## src/hw/rtl/vrfc_pkg.sv

```systemverilog
// Shared types and constants of the voxel row face culler.
`timescale 1ns / 1ps

package vrfc_pkg;

   // Field widths
   localparam int ROW_BITS       = 18;
   localparam int COORD_BITS     = 4;
   localparam int MASK_BITS      = 6;
   localparam int ROW_VOXELS_DEF = 16;

   // Beat widths, padded to whole bytes
   localparam int REQ_DATA_BITS = 104;
   localparam int RSP_DATA_BITS = 24;

   // Face mask bit positions
   localparam int FACE_X_LO = 0;
   localparam int FACE_X_HI = 1;
   localparam int FACE_Y_HI = 2;
   localparam int FACE_Y_LO = 3;
   localparam int FACE_Z_HI = 4;
   localparam int FACE_Z_LO = 5;

   // Opacity of one voxel and its six neighbors
   typedef struct packed {
      logic self_bit;
      logic left_bit;
      logic right_bit;
      logic above_bit;
      logic below_bit;
      logic ahead_bit;
      logic behind_bit;
   } nbr_type;

   // One result beat
   typedef struct packed {
      logic                  last;
      logic [MASK_BITS-1:0]  face_mask;
      logic [COORD_BITS-1:0] voxel_z;
      logic [COORD_BITS-1:0] voxel_y;
      logic [COORD_BITS-1:0] voxel_x;
   } beat_type;

endpackage

```

## src/hw/rtl/voxel_row_face_culler_core.sv

```systemverilog
// Voxel row face culler: one beat per exposed voxel of an opacity row.
// A row beat is taken while the block is idle; ROW_VOXELS lanes form every voxel's face
// mask at once and the merge stage shifts them out one x position per cycle,
// unless an exposed voxel waits on a stalled result side, giving one result beat
// per opaque voxel with an exposed face, lowest x first, tlast on the final one.
// The next row is taken as soon as the shifter is empty, even if the last result
// beat still waits in the output register. Voxels above bit 17 of the row fields
// read as empty, and voxel_x wraps at 16.
`timescale 1ns / 1ps

module voxel_row_face_culler_core #(
   parameter int ROW_VOXELS = vrfc_pkg::ROW_VOXELS_DEF
) (
   input  logic                                 clock,
   input  logic                                 reset,
   // row_center, row_y_above, row_y_below, row_z_ahead, row_z_behind, row_y, row_z
   input  logic [vrfc_pkg::REQ_DATA_BITS-1:0]   req_tdata,
   input  logic                                 req_tvalid,
   output logic                                 req_tready,
   // voxel_x, voxel_y, voxel_z, face_mask
   output logic [vrfc_pkg::RSP_DATA_BITS-1:0]   rsp_tdata,
   output logic                                 rsp_tlast,
   output logic                                 rsp_tvalid,
   input  logic                                 rsp_tready
);

   localparam int RowW     = ROW_VOXELS + 2;
   localparam int CopyBits = (RowW < vrfc_pkg::ROW_BITS) ? RowW : vrfc_pkg::ROW_BITS;
   localparam int RB       = vrfc_pkg::ROW_BITS;
   localparam int CB       = vrfc_pkg::COORD_BITS;

   logic [RowW-1:0] center, above, below, ahead, behind;
   logic [CB-1:0]   row_y, row_z;
   logic [ROW_VOXELS-1:0][vrfc_pkg::MASK_BITS-1:0] lane_mask;
   vrfc_pkg::beat_type rsp_beat;
   logic load, idle;

   // Unpack the row beat, resized to the row width
   always_comb begin
      center = '0;
      above  = '0;
      below  = '0;
      ahead  = '0;
      behind = '0;
      center[CopyBits-1:0] = req_tdata[0*RB +: CopyBits];
      above[CopyBits-1:0]  = req_tdata[1*RB +: CopyBits];
      below[CopyBits-1:0]  = req_tdata[2*RB +: CopyBits];
      ahead[CopyBits-1:0]  = req_tdata[3*RB +: CopyBits];
      behind[CopyBits-1:0] = req_tdata[4*RB +: CopyBits];
   end

   assign row_y = req_tdata[5*RB +: CB];
   assign row_z = req_tdata[5*RB+CB +: CB];

   // One lane per interior voxel
   for (genvar g = 0; g < ROW_VOXELS; g++) begin : g_lane
      vrfc_pkg::nbr_type nbr;
      assign nbr.self_bit   = center[g+1];
      assign nbr.left_bit   = center[g];
      assign nbr.right_bit  = center[g+2];
      assign nbr.above_bit  = above[g+1];
      assign nbr.below_bit  = below[g+1];
      assign nbr.ahead_bit  = ahead[g+1];
      assign nbr.behind_bit = behind[g+1];

      vrfc_lane u_lane (
         .nbr       (nbr),
         .face_mask (lane_mask[g])
      );
   end

   // Row handshake
   assign req_tready = idle;
   assign load       = req_tvalid & idle;

   vrfc_merge #(
      .LANES (ROW_VOXELS)
   ) u_merge (
      .clock     (clock),
      .reset     (reset),
      .load      (load),
      .lane_mask (lane_mask),
      .row_y     (row_y),
      .row_z     (row_z),
      .idle      (idle),
      .rsp_valid (rsp_tvalid),
      .rsp_ready (rsp_tready),
      .rsp_beat  (rsp_beat)
   );

   // Pack the result beat
   assign rsp_tdata = {{(vrfc_pkg::RSP_DATA_BITS - 3*CB - vrfc_pkg::MASK_BITS){1'b0}},
                       rsp_beat.face_mask, rsp_beat.voxel_z, rsp_beat.voxel_y,
                       rsp_beat.voxel_x};
   assign rsp_tlast = rsp_beat.last;

endmodule

```

## src/hw/rtl/vrfc_lane.sv

```systemverilog
// One culling lane: exposed-face mask of a single voxel.
`timescale 1ns / 1ps

module vrfc_lane (
   input  vrfc_pkg::nbr_type                nbr,
   output logic [vrfc_pkg::MASK_BITS-1:0]   face_mask
);

   // A face is exposed when the voxel is opaque and the neighbor is not
   always_comb begin
      face_mask = '0;
      if (nbr.self_bit) begin
         face_mask[vrfc_pkg::FACE_X_LO] = ~nbr.left_bit;
         face_mask[vrfc_pkg::FACE_X_HI] = ~nbr.right_bit;
         face_mask[vrfc_pkg::FACE_Y_HI] = ~nbr.above_bit;
         face_mask[vrfc_pkg::FACE_Y_LO] = ~nbr.below_bit;
         face_mask[vrfc_pkg::FACE_Z_HI] = ~nbr.ahead_bit;
         face_mask[vrfc_pkg::FACE_Z_LO] = ~nbr.behind_bit;
      end
   end

endmodule

```

## src/hw/rtl/vrfc_merge.sv

```systemverilog
// Merge stage: shifts lane masks out in ascending x, one beat per exposed voxel.
`timescale 1ns / 1ps

module vrfc_merge #(
   parameter int LANES = vrfc_pkg::ROW_VOXELS_DEF
) (
   input  logic                                       clock,
   input  logic                                       reset,
   input  logic                                       load,
   input  logic [LANES-1:0][vrfc_pkg::MASK_BITS-1:0]  lane_mask,
   input  logic [vrfc_pkg::COORD_BITS-1:0]            row_y,
   input  logic [vrfc_pkg::COORD_BITS-1:0]            row_z,
   output logic                                       idle,
   output logic                                       rsp_valid,
   input  logic                                       rsp_ready,
   output vrfc_pkg::beat_type                         rsp_beat
);

   logic [LANES-1:0]                             pend_ff, pend_in;
   logic [LANES-1:0][vrfc_pkg::MASK_BITS-1:0]    mask_ff, mask_in;
   logic [vrfc_pkg::COORD_BITS-1:0]              x_ff, x_in;
   logic [vrfc_pkg::COORD_BITS-1:0]              y_ff, y_in;
   logic [vrfc_pkg::COORD_BITS-1:0]              z_ff, z_in;
   logic                                         valid_ff, valid_in;
   vrfc_pkg::beat_type                           beat_ff, beat_in;

   logic busy, out_free, emit, advance;

   // Scan control
   assign busy     = |pend_ff;
   assign out_free = ~valid_ff | rsp_ready;
   assign emit     = busy & pend_ff[0] & out_free;
   assign advance  = busy & (~pend_ff[0] | out_free);

   // Shift line and row registers
   always_comb begin
      pend_in = pend_ff;
      mask_in = mask_ff;
      x_in    = x_ff;
      y_in    = y_ff;
      z_in    = z_ff;
      if (load) begin
         for (int i = 0; i < LANES; i++) begin
            pend_in[i] = |lane_mask[i];
         end
         mask_in = lane_mask;
         x_in    = '0;
         y_in    = row_y;
         z_in    = row_z;
      end else if (advance) begin
         pend_in = pend_ff >> 1;
         for (int i = 0; i < LANES - 1; i++) begin
            mask_in[i] = mask_ff[i+1];
         end
         mask_in[LANES-1] = '0;
         x_in = x_ff + 1'b1;
      end
   end

   // Output register
   always_comb begin
      valid_in = valid_ff & ~rsp_ready;
      beat_in  = beat_ff;
      if (emit) begin
         valid_in          = 1'b1;
         beat_in.voxel_x   = x_ff;
         beat_in.voxel_y   = y_ff;
         beat_in.voxel_z   = z_ff;
         beat_in.face_mask = mask_ff[0];
         beat_in.last      = ~|pend_ff[LANES-1:1];
      end
   end

   always_ff @(posedge clock) begin
      if (reset) begin
         pend_ff  <= '0;
         valid_ff <= 1'b0;
      end else begin
         pend_ff  <= pend_in;
         valid_ff <= valid_in;
      end
   end

   always_ff @(posedge clock) begin
      mask_ff <= mask_in;
      x_ff    <= x_in;
      y_ff    <= y_in;
      z_ff    <= z_in;
      beat_ff <= beat_in;
   end

   assign idle      = ~busy;
   assign rsp_valid = valid_ff;
   assign rsp_beat  = beat_ff;

endmodule

```

## config.mk

```make
export PLATFORM = sky130hd
export DESIGN_NAME = voxel_row_face_culler_core
export DESIGN_NICKNAME = d
export VERILOG_FILES = /design/src/hw/rtl/vrfc_pkg.sv /design/src/hw/rtl/voxel_row_face_culler_core.sv /design/src/hw/rtl/vrfc_lane.sv /design/src/hw/rtl/vrfc_merge.sv
export SDC_FILE = /design/constraint.sdc
export NUM_CORES = 1
export LEC_CHECK = 0
export ABC_AREA = 1
export BUFFER_PORTS_ARGS = -buffer_cell sky130_fd_sc_hd__buf_4
export CAP_MARGIN = 15
export CORE_ASPECT_RATIO = 1.75
export CORE_MARGIN = 8
export CORE_UTILIZATION = 45
export CTS_CLUSTER_SIZE = 12
export DETAILED_ROUTE_END_ITERATION = 10
export MAX_ROUTING_LAYER = met4
export PLACE_DENSITY = 0.82
export REMOVE_ABC_BUFFERS = 1
export SYNTH_ARGS = -nofsm -noshare
export SYNTH_HDL_FRONTEND = slang
export SYNTH_SLANG_ARGS = --single-unit
```

## constraint.sdc

```tcl
create_clock -name clock -period 4.4 [get_ports clock]
set_input_delay 1.1 -clock clock [delete_from_list [all_inputs] [get_ports clock]]
set_output_delay 1.1 -clock clock [all_outputs]
set_load 0.01 [all_outputs]
```

==> impl_results.md <==
- Area of the die: 18700 µm²
- Via density: 5.24
- CTS Sinks: 144
- Hold Fails Final Rpt: 0
- Final net count: 824
- Congestion Overflow GR: 0
- Worst path slowest cell: buf_4
- Worst EP required: 4.52 ns
- Post-synthesis cell type count: 27
- Setup ws final: 1.61 ns
- Final instance area: 7990 µm²
- Slew margin rel.: 26.4%
- Leakage: 3.40 nW
- Power per cell area: 799 nW/µm²
- Largest net degree at the start of global routing: 72
- Number of fill cells in the layout: 1249
- # setup viols final: 0
- Gate Count Post-Synth: 604
- Crit. End Element: flop
- Commonest non-fill, non-tap cell in the layout: nand2_1
- Inserted Clock Buffers: 17
- Sequential share of power: 42.6%
- Internal power: 0.00405 W
- Placement Setup Slack: 1.17 ns
- PostCTS Resize Cnt: 0
- Drt wl/cell: 16.2 µm
- Final worst-path cycle share: 63.4%
- Seq. cell area: 4110 µm²
- CP bufs+invs: 4
- Core Area: 14200 µm²
- Outcome: finished clean
- Antenna Nets Post-Route: 0
- P_sw: 0.00233 W
- P&R area growth vs syn: 23.3%
- CP Cell Sequence: buf_4 > inv_1 > nand2_1 > nor2_1 > clkinv_1 > nand2_1 > nand2_4 > buf_4
- DRC Markers: 0
- Worst VDD drop: 555 µV
- Synth warn: 0
- Number of port buffers: 114
- Clk_lat worst skew: 0.41 ns
- #FFs+latches synth: 144
- Post-Route Skew: 0.00876 ns
- Worst Tran Pin Value: 1.10 ns
- Worst-path maximum fanout: 43
- Clock network power share: 22.1%
- N_diodes: 0
- Die Y: 175 µm
- Initial core utilization: 45.6%
- # IOs: 135
- Hold buffers post-CTS: 0
- Post-CTS Repair Setup Buffers: 0
- Die Span X: 107 µm
- F_max: 358 MHz
- # rows: 58
- Final Max Tran Viols: 0
- Routed WL: 14700 µm
- Top delay family on crit path: buffers and inverters
- Crit path time final: 2.79 ns
- Mapped cell area: 6480 µm²
- Setup CP Type: in2reg
- CP Data Arrival Time: 2.92 ns
- First-pass GRT wire length: 23700 µm
- Pre-antenna DRT Iters: 5
- CTS tree: built
- Clk buf depth: 2
- Multi-input logic area: 2020 µm²
- Initial antenna violation count: 0
- Iter 0 DRT Violations: 264
- GRT Resource Usage Total: 16.5%
- Clock transition at the registers of the reported paths: 0.06 ns
- Unrepaired setup endpoints after global routing: false
- DP HPWL: 10500 µm
- Routability cong.: 0.772
- Max Cap Viol: 0
- Worst Hold Class: reg2reg
- Htree depth: 4
- Root buffer cell: clkbuf_16
- Switch share: 36.5%
- Vias: 4759
- Crit start category: primary input
- Max stage delay on crit path: 0.41 ns
- Placed inst area: 7410 µm²
- Share of cells above drive strength 1: 23.1%
- Sequential area share after synthesis: 63.5%
- Mean post-synth cell area: 10.7 µm²
- Vias in the first global route: 4937
- Most frequent cells in the layout: nand2_1 (162), edfxtp_1 (123), buf_4 (120)
- Combinational power share: 35.3%
==> stage by stage <==
step | power [W] | TNS [ns] | util [%] | std cells | hold WS (ns)
global route | 0.00683 | 0 | 56.2 | 908 | 0.423
detailed placement | 0.00502 | 0 | 52.1 | 876 | 0.405
finish | 0.00638 | 0 | 56.2 | 908 | 0.417
CTS | 0.00645 | 0 | 56.2 | 908 | 0.420
floorplan | 0.00430 | -481.58 | - | 576 | 0.400
global placement | 0.00491 | 0 | 52.1 | 876 | 0.401
==> path summary, 6_finish.rpt <==
check / from / end / slack (ns) / cells past startpoint
hold / removal: u_merge.mask_ff[3] / u_merge.rsp_beat[15] / 0.42 / 0
hold reg to reg: u_merge.mask_ff[3] / u_merge.rsp_beat[15] / 0.42 / 0
setup reg to reg: u_merge.pend_ff[9] / u_merge.mask_ff[59] / 1.62 / 6
setup / recovery: rsp_tready / u_merge.mask_ff[59] / 1.61 / 8
==> synth_stat cells, drive strengths merged <==
cell type	number	share of area [%]
ha	1	0.19
conb	1	0.058
nand2	165	9.6
o31ai	80	9.3
clkinv	12	0.69
o21ai	14	1.1
nand3	34	2.6
buf	30	3.6
or2	9	0.87
edfxtp	123	57
dfxtp	21	6.5
a21o	15	1.7
nor4	1	0.097
clkbuf	3	0.17
inv	28	1.6
xnor2	1	0.14
nor2	30	1.9
a21oi	30	2.3
nor3	1	0.077
nand4	4	0.39
xor2	1	0.14
==> area by class of cell <==
class                   count  share of cell area (%)
clock buffers              18                    5.37
clock inverters            14                    1.96
inverters                  40                    1.88
multi-input cells         392                    25.2
flip-flops and latches    144                    51.5
well taps                 180                    2.82
repair buffers            120                    11.3
==> kinds of logic after synthesis <==
group	after synthesis	share of synthesized area, %
and+or+nand+nor	244	15.5
DFF	144	63.5
AOI/OAI and AO/OA	139	14.4
buffers and inverters	73	6.10
xor gates and xnor gates	2	0.270
adders and majority gates	1	0.193
other	1	0.0578
==> power by group through the flow <==
stage | logic, W | registers, W | clock network, W
finish | 0.00225 | 0.00272 | 0.00141
floorplan | 0.00153 | 0.00277 | 0
global placement | 0.00219 | 0.00272 | 0
detailed placement | 0.00227 | 0.00275 | 0
global route | 0.00255 | 0.00278 | 0.00150
CTS | 0.00228 | 0.00272 | 0.00144
==> flip-flops by register name (all words and copies together), names as in the netlist <==
| signal | count |
|---|---|
| u_merge.rsp_beat | 19 |
| u_merge.pend_ff | 16 |
| u_merge.x_ff | 4 |
| u_merge.rsp_valid | 1 |
| u_merge.mask_ff | 96 |
| u_merge.y_ff | 4 |
| u_merge.z_ff | 4 |
==> routing by layer <==
| metal | wire length [µm] | track usage [%] |
|---|---|---|
| met1 | 5640 | 16.7 |
| met2 | 8190 | 29.5 |
| met3 | 602 | 4.13 |
| met4 | 297 | 6.02 |
| met5 | 0 | - |
No activity file was read; power rests on OpenSTA's default activity.
